## src/rtl/sbd_pkg.sv

```systemverilog
// shared types, constants and round functions for the 24-bit spn block decrypter
`default_nettype none

package sbd_pkg;

    localparam int BLOCK_W     = 24;
    localparam int KEY_INDEX_W = 4;
    localparam int NIBBLES     = BLOCK_W / 4;

    // item command codes
    localparam logic CMD_LOAD_KEY = 1'b0;
    localparam logic CMD_DECRYPT  = 1'b1;

    typedef logic [BLOCK_W-1:0] t_block;

    // controller to datapath commands, at most one set per cycle
    typedef struct packed {
        logic cap_ct;     // take the ciphertext of the accepted item
        logic whiten;     // xor with the last round key
        logic step;       // one inverse round into the block register
        logic out_round;  // last inverse round straight into the output register
        logic out_hold;   // finished block into the output register
    } t_dp_cmd;

    localparam logic [3:0] INV_SBOX [16] = '{
        4'h5, 4'he, 4'hf, 4'h8, 4'hc, 4'h1, 4'h2, 4'hd,
        4'hb, 4'h4, 4'h6, 4'h3, 4'h0, 4'h7, 4'h9, 4'ha
    };

    // output bit j takes input bit 6*(j mod 4) + j/4
    function automatic t_block inv_permute(input t_block s);
        t_block t;
        for (int j = 0; j < BLOCK_W; j++) begin
            t[j] = s[6 * (j % 4) + j / 4];
        end
        return t;
    endfunction

    function automatic t_block inv_substitute(input t_block s);
        t_block t;
        for (int n = 0; n < NIBBLES; n++) begin
            t[4*n +: 4] = INV_SBOX[s[4*n +: 4]];
        end
        return t;
    endfunction

    // round without the key xor
    function automatic t_block inv_round(input t_block s);
        return inv_substitute(inv_permute(s));
    endfunction

endpackage

`default_nettype wire

```

## src/rtl/sbd_in_if.sv

```systemverilog
// input channel: command items with key load and ciphertext payload
`default_nettype none

interface sbd_in_if;
    logic                                valid;
    logic                                ready;
    logic                                command;
    logic [sbd_pkg::KEY_INDEX_W-1:0]     key_index;
    logic [sbd_pkg::BLOCK_W-1:0]         key_value;
    logic [sbd_pkg::BLOCK_W-1:0]         ciphertext;

    modport source (output valid, command, key_index, key_value, ciphertext, input ready);
    modport sink   (input valid, command, key_index, key_value, ciphertext, output ready);
endinterface

`default_nettype wire

```

## src/rtl/sbd_out_if.sv

```systemverilog
// output channel: decrypted block items
`default_nettype none

interface sbd_out_if;
    logic                          valid;
    logic                          ready;
    logic [sbd_pkg::BLOCK_W-1:0]   plaintext;

    modport source (output valid, plaintext, input ready);
    modport sink   (input valid, plaintext, output ready);
endinterface

`default_nettype wire

```

## src/rtl/sbd_ram.sv

```systemverilog
// generic single write port ram with registered read
`default_nettype none

module sbd_ram #(
    parameter int WIDTH = 24,
    parameter int DEPTH = 11,
    localparam int AW   = (DEPTH > 1) ? $clog2(DEPTH) : 1
) (
    input  wire logic             i_clk,
    input  wire logic             i_we,
    input  wire logic [AW-1:0]    i_waddr,
    input  wire logic [WIDTH-1:0] i_wdata,
    input  wire logic [AW-1:0]    i_raddr,
    output logic      [WIDTH-1:0] o_rdata
);

    logic [WIDTH-1:0] r_mem [DEPTH];

    always_ff @(posedge i_clk) begin
        if (i_we) begin
            r_mem[i_waddr] <= i_wdata;
        end
        o_rdata <= r_mem[i_raddr];
    end

endmodule

`default_nettype wire

```

## src/rtl/sbd_ctrl.sv

```systemverilog
// controller: item handshake, key store addressing and round sequencing
`default_nettype none

module sbd_ctrl #(
    parameter int NUM_ROUNDS = 10,
    localparam int AW = $clog2(NUM_ROUNDS + 1)
) (
    input  wire logic                              i_clk,
    input  wire logic                              i_rst_n,
    input  wire logic                              i_in_valid,
    input  wire logic                              i_in_command,
    input  wire logic [sbd_pkg::KEY_INDEX_W-1:0]   i_key_index,
    output logic                                   o_in_ready,
    output logic                                   o_out_valid,
    input  wire logic                              i_out_ready,
    output logic                                   o_wr_en,
    output logic      [AW-1:0]                     o_wr_addr,
    output logic      [AW-1:0]                     o_rd_addr,
    output sbd_pkg::t_dp_cmd                       o_cmd
);

    localparam logic [1:0] S_IDLE   = 2'd0;
    localparam logic [1:0] S_WHITEN = 2'd1;
    localparam logic [1:0] S_ROUND  = 2'd2;
    localparam logic [1:0] S_HOLD   = 2'd3;

    localparam logic [AW-1:0] LAST_KEY = AW'(NUM_ROUNDS);
    localparam logic [AW-1:0] PREV_KEY = AW'(NUM_ROUNDS - 1);

    logic [1:0]    r_state, n_state;
    logic [AW-1:0] r_cnt, n_cnt;
    logic          r_out_valid, n_out_valid;
    logic          out_free;
    logic          key_in_range;
    logic [31:0]   key_index_ext;

    assign key_index_ext = 32'(i_key_index);
    assign key_in_range  = (key_index_ext < 32'(NUM_ROUNDS + 1));
    assign o_wr_addr     = key_index_ext[AW-1:0];
    assign out_free      = !r_out_valid || i_out_ready;
    assign o_in_ready    = (r_state == S_IDLE);
    assign o_out_valid   = r_out_valid;

    always_comb begin
        n_state     = r_state;
        n_cnt       = r_cnt;
        n_out_valid = r_out_valid && !i_out_ready;
        o_wr_en     = 1'b0;
        o_rd_addr   = LAST_KEY;
        o_cmd       = '0;
        case (r_state)
            S_IDLE: begin
                o_rd_addr = LAST_KEY;
                if (i_in_valid) begin
                    if (i_in_command == sbd_pkg::CMD_DECRYPT) begin
                        o_cmd.cap_ct = 1'b1;
                        n_state      = S_WHITEN;
                    end else begin
                        o_wr_en = key_in_range;
                    end
                end
            end
            S_WHITEN: begin
                o_rd_addr    = PREV_KEY;
                o_cmd.whiten = 1'b1;
                n_cnt        = PREV_KEY;
                n_state      = S_ROUND;
            end
            S_ROUND: begin
                o_rd_addr = r_cnt - 1'b1;
                if (r_cnt == '0) begin
                    if (out_free) begin
                        o_cmd.out_round = 1'b1;
                        n_out_valid     = 1'b1;
                        n_state         = S_IDLE;
                    end else begin
                        o_cmd.step = 1'b1;
                        n_state    = S_HOLD;
                    end
                end else begin
                    o_cmd.step = 1'b1;
                    n_cnt      = r_cnt - 1'b1;
                end
            end
            S_HOLD: begin
                if (out_free) begin
                    o_cmd.out_hold = 1'b1;
                    n_out_valid    = 1'b1;
                    n_state        = S_IDLE;
                end
            end
            default: begin
                n_state = S_IDLE;
            end
        endcase
    end

    always_ff @(posedge i_clk) begin
        if (!i_rst_n) begin
            r_state     <= S_IDLE;
            r_cnt       <= '0;
            r_out_valid <= 1'b0;
        end else begin
            r_state     <= n_state;
            r_cnt       <= n_cnt;
            r_out_valid <= n_out_valid;
        end
    end

endmodule

`default_nettype wire

```

## src/rtl/sbd_datapath.sv

```systemverilog
// datapath: round key store, block register and output register
`default_nettype none

module sbd_datapath #(
    parameter int NUM_ROUNDS = 10,
    localparam int AW = $clog2(NUM_ROUNDS + 1)
) (
    input  wire logic                        i_clk,
    input  wire sbd_pkg::t_dp_cmd            i_cmd,
    input  wire logic                        i_wr_en,
    input  wire logic [AW-1:0]               i_wr_addr,
    input  wire logic [AW-1:0]               i_rd_addr,
    input  wire logic [sbd_pkg::BLOCK_W-1:0] i_key_value,
    input  wire logic [sbd_pkg::BLOCK_W-1:0] i_ciphertext,
    output logic      [sbd_pkg::BLOCK_W-1:0] o_plaintext
);

    sbd_pkg::t_block r_blk, n_blk;
    sbd_pkg::t_block r_out, n_out;
    sbd_pkg::t_block rd_key;
    sbd_pkg::t_block round_val;

    sbd_ram #(
        .WIDTH (sbd_pkg::BLOCK_W),
        .DEPTH (NUM_ROUNDS + 1)
    ) u_key_ram (
        .i_clk   (i_clk),
        .i_we    (i_wr_en),
        .i_waddr (i_wr_addr),
        .i_wdata (i_key_value),
        .i_raddr (i_rd_addr),
        .o_rdata (rd_key)
    );

    assign round_val = sbd_pkg::inv_round(r_blk) ^ rd_key;

    always_comb begin
        n_blk = r_blk;
        n_out = r_out;
        if (i_cmd.cap_ct) begin
            n_blk = i_ciphertext;
        end else if (i_cmd.whiten) begin
            n_blk = r_blk ^ rd_key;
        end else if (i_cmd.step) begin
            n_blk = round_val;
        end
        if (i_cmd.out_round) begin
            n_out = round_val;
        end else if (i_cmd.out_hold) begin
            n_out = r_blk;
        end
    end

    always_ff @(posedge i_clk) begin
        r_blk <= n_blk;
        r_out <= n_out;
    end

    assign o_plaintext = r_out;

endmodule

`default_nettype wire

```

## src/rtl/spn_block_decrypt_24bit.sv

```systemverilog
// top level of the 24-bit spn block decrypter
// usage:
//  - i_in_ch carries items with a command bit: a load-key item writes key_value
//    into round key slot key_index (slots above NUM_ROUNDS are ignored) and
//    gives no result; a decrypt item turns ciphertext into one plaintext item
//  - o_out_ch carries the plaintext items, in order, one per decrypt item
//  - a load-key item does not hold the input; a decrypt item holds it while
//    it is taken, then during the whitening xor with the last key, then
//    through the inverse rounds one at a time, as set by the single round unit
//    and the one read port of the key ram
//  - the result is valid right after the last round; the next item may be
//    accepted while that result still waits in the output register
//  - if the receiver stalls with a result still waiting, the following block
//    finishes its rounds and parks until the output register frees up
//  - every slot must be loaded before a decrypt uses it; the key ram is not
//    cleared by reset
//  - reset is synchronous and active low: it drops any item in flight and
//    any waiting result, but keeps loaded keys
`default_nettype none

module spn_block_decrypt_24bit #(
    parameter int NUM_ROUNDS = 10
) (
    input  wire logic  i_clk,
    input  wire logic  i_rst_n,
    sbd_in_if.sink     i_in_ch,
    sbd_out_if.source  o_out_ch
);

    localparam int AW = $clog2(NUM_ROUNDS + 1);

    sbd_pkg::t_dp_cmd dp_cmd;
    logic             wr_en;
    logic [AW-1:0]    wr_addr;
    logic [AW-1:0]    rd_addr;

    // sequencing, handshakes and key addressing
    sbd_ctrl #(
        .NUM_ROUNDS (NUM_ROUNDS)
    ) u_ctrl (
        .i_clk        (i_clk),
        .i_rst_n      (i_rst_n),
        .i_in_valid   (i_in_ch.valid),
        .i_in_command (i_in_ch.command),
        .i_key_index  (i_in_ch.key_index),
        .o_in_ready   (i_in_ch.ready),
        .o_out_valid  (o_out_ch.valid),
        .i_out_ready  (o_out_ch.ready),
        .o_wr_en      (wr_en),
        .o_wr_addr    (wr_addr),
        .o_rd_addr    (rd_addr),
        .o_cmd        (dp_cmd)
    );

    // key store, round unit and output register
    sbd_datapath #(
        .NUM_ROUNDS (NUM_ROUNDS)
    ) u_datapath (
        .i_clk        (i_clk),
        .i_cmd        (dp_cmd),
        .i_wr_en      (wr_en),
        .i_wr_addr    (wr_addr),
        .i_rd_addr    (rd_addr),
        .i_key_value  (i_in_ch.key_value),
        .i_ciphertext (i_in_ch.ciphertext),
        .o_plaintext  (o_out_ch.plaintext)
    );

endmodule

`default_nettype wire

```

## src/flat_wrapper.sv

```systemverilog
// flat-port wrapper written by rule: the top's interface ports become plain ports
module spn_block_decrypt_24bit_flat 
#(
    parameter int NUM_ROUNDS = 10
)
  (i_clk, i_rst_n, i_in_ch_valid, i_in_ch_command, i_in_ch_key_index, i_in_ch_key_value, i_in_ch_ciphertext, i_in_ch_ready, o_out_ch_valid, o_out_ch_plaintext, o_out_ch_ready);
  sbd_in_if i_in_ch_i ();
  sbd_out_if o_out_ch_i ();
  input  wire logic i_clk;
  input  wire logic i_rst_n;
  input wire logic [$bits(i_in_ch_i.valid)-1:0] i_in_ch_valid;
  input wire logic [$bits(i_in_ch_i.command)-1:0] i_in_ch_command;
  input wire logic [$bits(i_in_ch_i.key_index)-1:0] i_in_ch_key_index;
  input wire logic [$bits(i_in_ch_i.key_value)-1:0] i_in_ch_key_value;
  input wire logic [$bits(i_in_ch_i.ciphertext)-1:0] i_in_ch_ciphertext;
  output wire logic [$bits(i_in_ch_i.ready)-1:0] i_in_ch_ready;
  output wire logic [$bits(o_out_ch_i.valid)-1:0] o_out_ch_valid;
  output wire logic [$bits(o_out_ch_i.plaintext)-1:0] o_out_ch_plaintext;
  input wire logic [$bits(o_out_ch_i.ready)-1:0] o_out_ch_ready;
  assign i_in_ch_i.valid = i_in_ch_valid;
  assign i_in_ch_i.command = i_in_ch_command;
  assign i_in_ch_i.key_index = i_in_ch_key_index;
  assign i_in_ch_i.key_value = i_in_ch_key_value;
  assign i_in_ch_i.ciphertext = i_in_ch_ciphertext;
  assign i_in_ch_ready = i_in_ch_i.ready;
  assign o_out_ch_valid = o_out_ch_i.valid;
  assign o_out_ch_plaintext = o_out_ch_i.plaintext;
  assign o_out_ch_i.ready = o_out_ch_ready;
  spn_block_decrypt_24bit #(.NUM_ROUNDS(NUM_ROUNDS)) u_core (.i_clk(i_clk), .i_rst_n(i_rst_n), .i_in_ch(i_in_ch_i), .o_out_ch(o_out_ch_i));
endmodule
```

## config.mk

```make
export PLATFORM = sky130hd
export DESIGN_NAME = spn_block_decrypt_24bit_flat
export DESIGN_NICKNAME = d
export VERILOG_FILES = /design/src/rtl/sbd_pkg.sv /design/src/rtl/sbd_in_if.sv /design/src/rtl/sbd_out_if.sv /design/src/rtl/sbd_ram.sv /design/src/rtl/sbd_ctrl.sv /design/src/rtl/sbd_datapath.sv /design/src/rtl/spn_block_decrypt_24bit.sv /design/src/flat_wrapper.sv
export SDC_FILE = /design/constraint.sdc
export NUM_CORES = 1
export LEC_CHECK = 0
export ABC_CLOCK_PERIOD_IN_PS = 4800
export CAP_MARGIN = 15
export CORE_MARGIN = 10
export CORE_UTILIZATION = 35
export CTS_CLUSTER_DIAMETER = 80
export DETAILED_ROUTE_END_ITERATION = 6
export DONT_BUFFER_PORTS = 1
export GPL_TIMING_DRIVEN = 0
export MAX_ROUTING_LAYER = met4
export PLACE_DENSITY = 0.6
export SLEW_MARGIN = 20
export SYNTH_ARGS = -nofsm -noshare
export SYNTH_HDL_FRONTEND = slang
export SYNTH_SLANG_ARGS = --single-unit
```

## constraint.sdc

```tcl
create_clock -name i_clk -period 4.8 [get_ports i_clk]
set_input_delay 0.24 -clock i_clk [delete_from_list [all_inputs] [get_ports i_clk]]
set_output_delay 0.24 -clock i_clk [all_outputs]
set_load 0.03 [all_outputs]
```

; ---- Yosys cells after proc, flatten, opt, wreduce, memory -nomap -nowiden
; Memories as Yosys holds them, arrays and structs flattened. A register that Yosys moved wholly into a read port is not among the register bits.
; Index checks and enable logic that the tools add are counted.
[word_totals]
ff_bits = 55
mem_bits_rw = 264
mem_bits_ro = 384
mem_count = 7
in_bits = 57
output_inout_bits = 26
[classes]
n_mux = 44
n_lt_le_gt_ge = 7
n_eq_ne = 8
n_bitwise = 8
n_addsub = 1
n_reduce_logical = 11
[memory_table]
columns = memory, words, word_bits, rd, rd_clocked_by_memory_dff, write_ports, line_no
row1 = u_core.u_datapath.u_key_ram.r_mem, 11, 24, 1, 1, 1, sbd_ram.sv:17  ; logic [WIDTH-1:0] r_mem [DEPTH];
row2 = (no name shown), 16, 4, 1, 0, 0, sbd_pkg.sv:42  ; t[4*n +: 4] = INV_SBOX[s[4*n +: 4]];
row3 = (no name shown), 16, 4, 1, 0, 0, sbd_pkg.sv:42
row4 = (no name shown), 16, 4, 1, 0, 0, sbd_pkg.sv:42
row5 = (no name shown), 16, 4, 1, 0, 0, sbd_pkg.sv:42
row6 = (no name shown), 16, 4, 1, 0, 0, sbd_pkg.sv:42
row7 = +1 memories, n/a, n/a, n/a, n/a, n/a, n/a
[op_table]
columns = op, count
row1 = $mux W24, 5
row2 = $mux W4, 13
row3 = $xor A24 B24 Y24, 2
row4 = $ge A5 B5 Y1 const B, 6
row5 = $not A4 Y5, 6
row6 = $mux W1, 16
row7 = $pmux W4 S2, 2
row8 = $mux W2, 6
row9 = $ne A2 B2 Y1 const B, 5
row10 = $pmux W2 S4, 1
row11 = $eq A2 B2 Y1 const B, 2
row12 = $logic_not A4 Y1, 1
row13 = $lt A4 B4 Y1 const B, 1
row14 = $reduce_and A4 Y1, 1
row15 = $reduce_bool A2 Y1, 2
row16 = $sub A4 B1 Y4 const B, 1
row17 = $reduce_bool A3 Y1, 1
row18 = $eq A2 B1 Y1 const B, 1
row19 = $logic_not A1 Y1, 2
row20 = $logic_not A2 Y1, 1
row21 = $pmux W1 S2, 1
row22 = $reduce_and A2 Y1, 1
row23 = $logic_and A1 B1 Y1, 1
row24 = $logic_or A1 B1 Y1, 1

; ---- Longest topological paths before layout
[logic_depth]
depth_word = 8
mapped_depth = 9
ltp_nobuf = 7

; ---- Cells and area by module
; A second synthesis with hierarchy kept.
[hier_totals]
cells_unflattened = 1134
hier_area_um2 = 16049.1
[modules_own_cells]
columns = mod, cells_per_inst, area_per_inst_um2, n_inst
row1 = sbd_ram, 582, 10921.7, 1
row2 = sbd_datapath, 484, 4560.6, 1
row3 = sbd_ctrl, 68, 566.8, 1

; ---- Worst setup path after synthesis
; OpenSTA, ideal clock, no wires.
[synth_timing]
path_type = reg-to-reg
from = register u_core.u_ctrl.r_state[0]
to = memory u_core.u_datapath.u_key_ram.r_mem[8][0] (enable)
slack_ps = 1097
stages_incl_launch_ff = 6
path_buffers = 0
period_less_slack_ps = 3703
t_required_ps = 4365
arrival_ps = 3267
path_cell_list = dfxtp_1 -> inv_1 -> ha_1 -> nand2_1 -> or4b_2 -> nor3_1
[synth_via]
elab_chain_cells = 4
[synth_lines]
columns = item, line_no
row1 = from (decl), sbd_ctrl.sv:30  ; logic [1:0] r_state, n_state;
row2 = from (signal assigned), sbd_ctrl.sv:104  ; r_state <= n_state;
row3 = $logic_not A2 Y1, n/a
row4 = via i_in_ch_ready, flat_wrapper.sv:16  ; output wire logic [$bits(i_in_ch_i.ready)-1:0] i_in_ch_ready;
row5 = $mux W1, sbd_ctrl.sv:51  ; case (r_state)
row6 = $mux W1, sbd_ram.sv:20  ; if (i_we) begin
row7 = $mux W1 (implied by the code), sbd_ram.sv:21  ; r_mem[i_waddr] <= i_wdata;
row8 = to (decl), sbd_ram.sv:17
; The timed path passes the listed nets, and every way through them passes these cells.

; ---- Worst setup path after layout
[layout_timing]
from = register u_core.u_ctrl.r_state[1]
to = memory u_core.u_datapath.u_key_ram.r_mem[4][8] (enable)
; Same word-level chain as after synthesis.

==> results.md <==
- RSZ-0062 raised after global routing: false
- Starting density of the core: 35.6%
- Top-count cell post-synth: edfxtp_1
- DIE AREA: 51600 sq um
- CP Capture Type: flip-flop
- Post-Synthesis Net Count: 1106
- Yosys cell types: 51
- Clk pwr share: 24.5%
- Worst-path clk slew: 0.07 ns
- Post-synthesis cell count: 1005
- Min Tclk post-route: 3.07 ns
- I/O pin count: 83
- TritonCTS clock tree: yes
- Overall Power: 11.5 mW
- Final TNS setup: 0 ns
- Vias: 8662
- Post-route DRC: 0
- Final period utilization: 63.9%
- Final-report hold violation count: 0
- Sequential share of the synthesized area: 66.5%
- Fillers: 3772
- Wire per inst: 21.3 microns
- DP HPWL: 25400 microns
- Synth area leader: edfxtp_1
- Worst hold path type: in -> reg
- Clock Path Buffers: 3
- CP required: 5.03 ns
- Number of enable flip-flop cells after synthesis: 312
- Detail Route Antenna Nets: 0
- Post-CTS setup buffers: 0
- Clk_skew: 0.0122 ns
- Pint: 7.36 mW
- WHS: 0.0534 ns
- VDD IR-drop max: 0.288 mV
- Area Overhead vs Synth: 18.5%
- Area share of the largest cell type after synthesis: 62.3%
- Synth cell count leaders: 312 x edfxtp_1, 113 x nand2_1, 67 x nor2_1
- DP Area: 16100 sq um
- Die Height: 227 microns
- Setup violators final: 0
- DRT Pass-1 Iters: 4
- #FFs+latches synth: 343
- Post-Layout Cell Count: 1685
- DIE WIDTH: 227 microns
- First-pass GRT wire length: 54200 microns
- Post-layout util: 42.2%
- Area contributors post-synth: edfxtp_1 62%, mux4_2 9.0%, dfxtp_1 4.1%
- CP Class: reg -> reg
- # resized after CTS: 0
- Synth async-reset ratio: 0%
- Share of cells above drive strength 1: 15.5%
- Port bufs: 0
- Placed cell count: 1563
- Type of origin of the critical path: flip-flop
- Synth Warn #: 0
- Measured slew at the worst slew-check pin: 0.926 ns
- Min setup slack post-route: 1.73 ns
- Total gr overflow: 0
- Seq pwr share: 36.8%
- Clock buffer count from CTS: 37
- Maxcap violations: 0
- All-Layer GR Usage: 14.3%
- Sw Ratio: 36.0%
- Critical path fanouts, max: 7
- Core Box Area: 42200 sq um
- Number of global-route vias before repair: 8682
- CP arrival: 3.29 ns
- Drt total wl: 35900 microns
- Clk root buf: clkbuf_16
- Max Fclk: 326 MHz
- Power Density: 646 nW/um^2
- Post-Syn Area: 15000 sq um
- Final net count: 1215
- DP Worst Slack: 1.72 ns
- Vias per Instance: 5.14
- Post-cts hold buffer count: 51
- Placer Congestion: 0.822
- # rows: 75
- Slew Viols, Final: 0
- Initial antenna violation count: 5
- Worst-Skew Late Latency: 0.53 ns
- Static Leak: 6.08 nW
- Status: finished, final reports clean
- Pin count of the biggest net entering global routing: 25
- H-tree levels: 2
- DR iter-0 viols: 706
- Mapped Avg Cell Area: 15.0 sq um
- Combinational Power Share: 38.7%
- Most common flop cell mapped by yosys: edfxtp_1
- Psw: 4.14 mW
- Final instance area: 17800 sq um
- Slew margin rel.: 38.3%
- CTS Sinks: 343
-- cell type report --
cell class / count / area, sq um / share of cell area [%]
Clock buffer: 44 / 973 / 5.47
Antenna cell: 5 / 12.5 / 0.0702
Timing Repair Buffer: 70 / 816 / 4.58
Sequential cell: 343 / 9990 / 56.1
Tap cell: 539 / 674 / 3.79
Multi-Input combinational cell: 570 / 4700 / 26.4
Buffer: 53 / 274 / 1.54
Clock inverter: 22 / 226 / 1.27
Inverter: 39 / 146 / 0.822
-- routing by layer --
layer	part of all wire [%]	vias up	GRT usage [%]	wire length (microns)
met5	0	-	-	0
met2	47	256	22.3	16800
met4	2.0	0	3.65	719
li1	-	4014	-	-
met3	5.8	51	3.08	2080
met1	45	4341	18.6	16300
-- power groups by stage --
stage	registers, mW	clock network (mW)	logic (mW)
global route	4.26	2.99	4.89
floorplan	4.16	0	3.26
CTS	4.23	2.88	4.47
global placement	4.30	0	4.26
finish	4.23	2.82	4.45
detailed placement	4.30	0	4.38
-- layout by cell type, fill, tap and decap left out, drive strengths merged, types with 7 or more instances in the layout --
master and n:
xor2 21, mux2 8, nor2 67, xnor2 28, buf 39, edfxtp 312
inv 43, nand2b 9, o21ai 26, dfxtp 31, dlygate4sd3 51, ha 44
nor2b 7, clkinv 13, a311o 24, mux2i 17, nand3 51, nand2 113
nor3 11, clkbuf 77, mux4 60, a21oi 35
-- cell families (layout without fill, tap and decap cells) --
logic type | Yosys count | count (layout) | share of synthesized area [%]
adders and majority gates | 44 | 44 | 3.66
other | 0 | 5 | 0
AOI/OAI and AO/OA | 122 | 122 | 5.64
and+or+nand+nor | 270 | 270 | 7.84
muxes | 85 | 85 | 10.7
xor gates and xnor gates | 49 | 49 | 2.86
DFF | 343 | 343 | 66.5
buffers and inverters | 92 | 228 | 2.80
-- critical path, cell delays in order, from the launching register on --
cell and delay, ns:
dfxtp_1 0.36, inv_1 0.13, ha_1 0.51, nand2_1 0.22, nor3_1 0.28, nand2_1 0.28
nor3_2 0.50, buf_4 0.27, buf_4 0.21
-- sequential cells by signal, indices dropped and copies added, names as in the netlist --
name / flops
u_core.u_datapath.o_plaintext: 24
u_core.u_ctrl.o_out_valid: 1
u_core.u_datapath.u_key_ram.r_mem: 264
u_core.u_ctrl.r_state: 2
u_core.u_datapath.u_key_ram.o_rdata: 24
u_core.u_ctrl.r_cnt: 4
u_core.u_datapath.r_blk: 24
-- path summary, 6_finish.rpt --
kind | startpoint | to | slack (ns) | cells past startpoint
worst max-delay path | u_core.u_ctrl.r_state[1] | u_core.u_datapath.u_key_ram.r_mem[4][8] | 1.73 | 8
worst min-delay path | o_out_ch_ready | u_core.u_ctrl.r_state[1] | 0.05 | 3
worst max register to register | u_core.u_ctrl.r_state[1] | u_core.u_datapath.u_key_ram.r_mem[4][8] | 1.73 | 8
worst min register to register | u_core.u_ctrl.r_cnt[1] | u_core.u_ctrl.r_cnt[1] | 0.55 | 2
No activity file was read; power rests on OpenSTA's default activity.
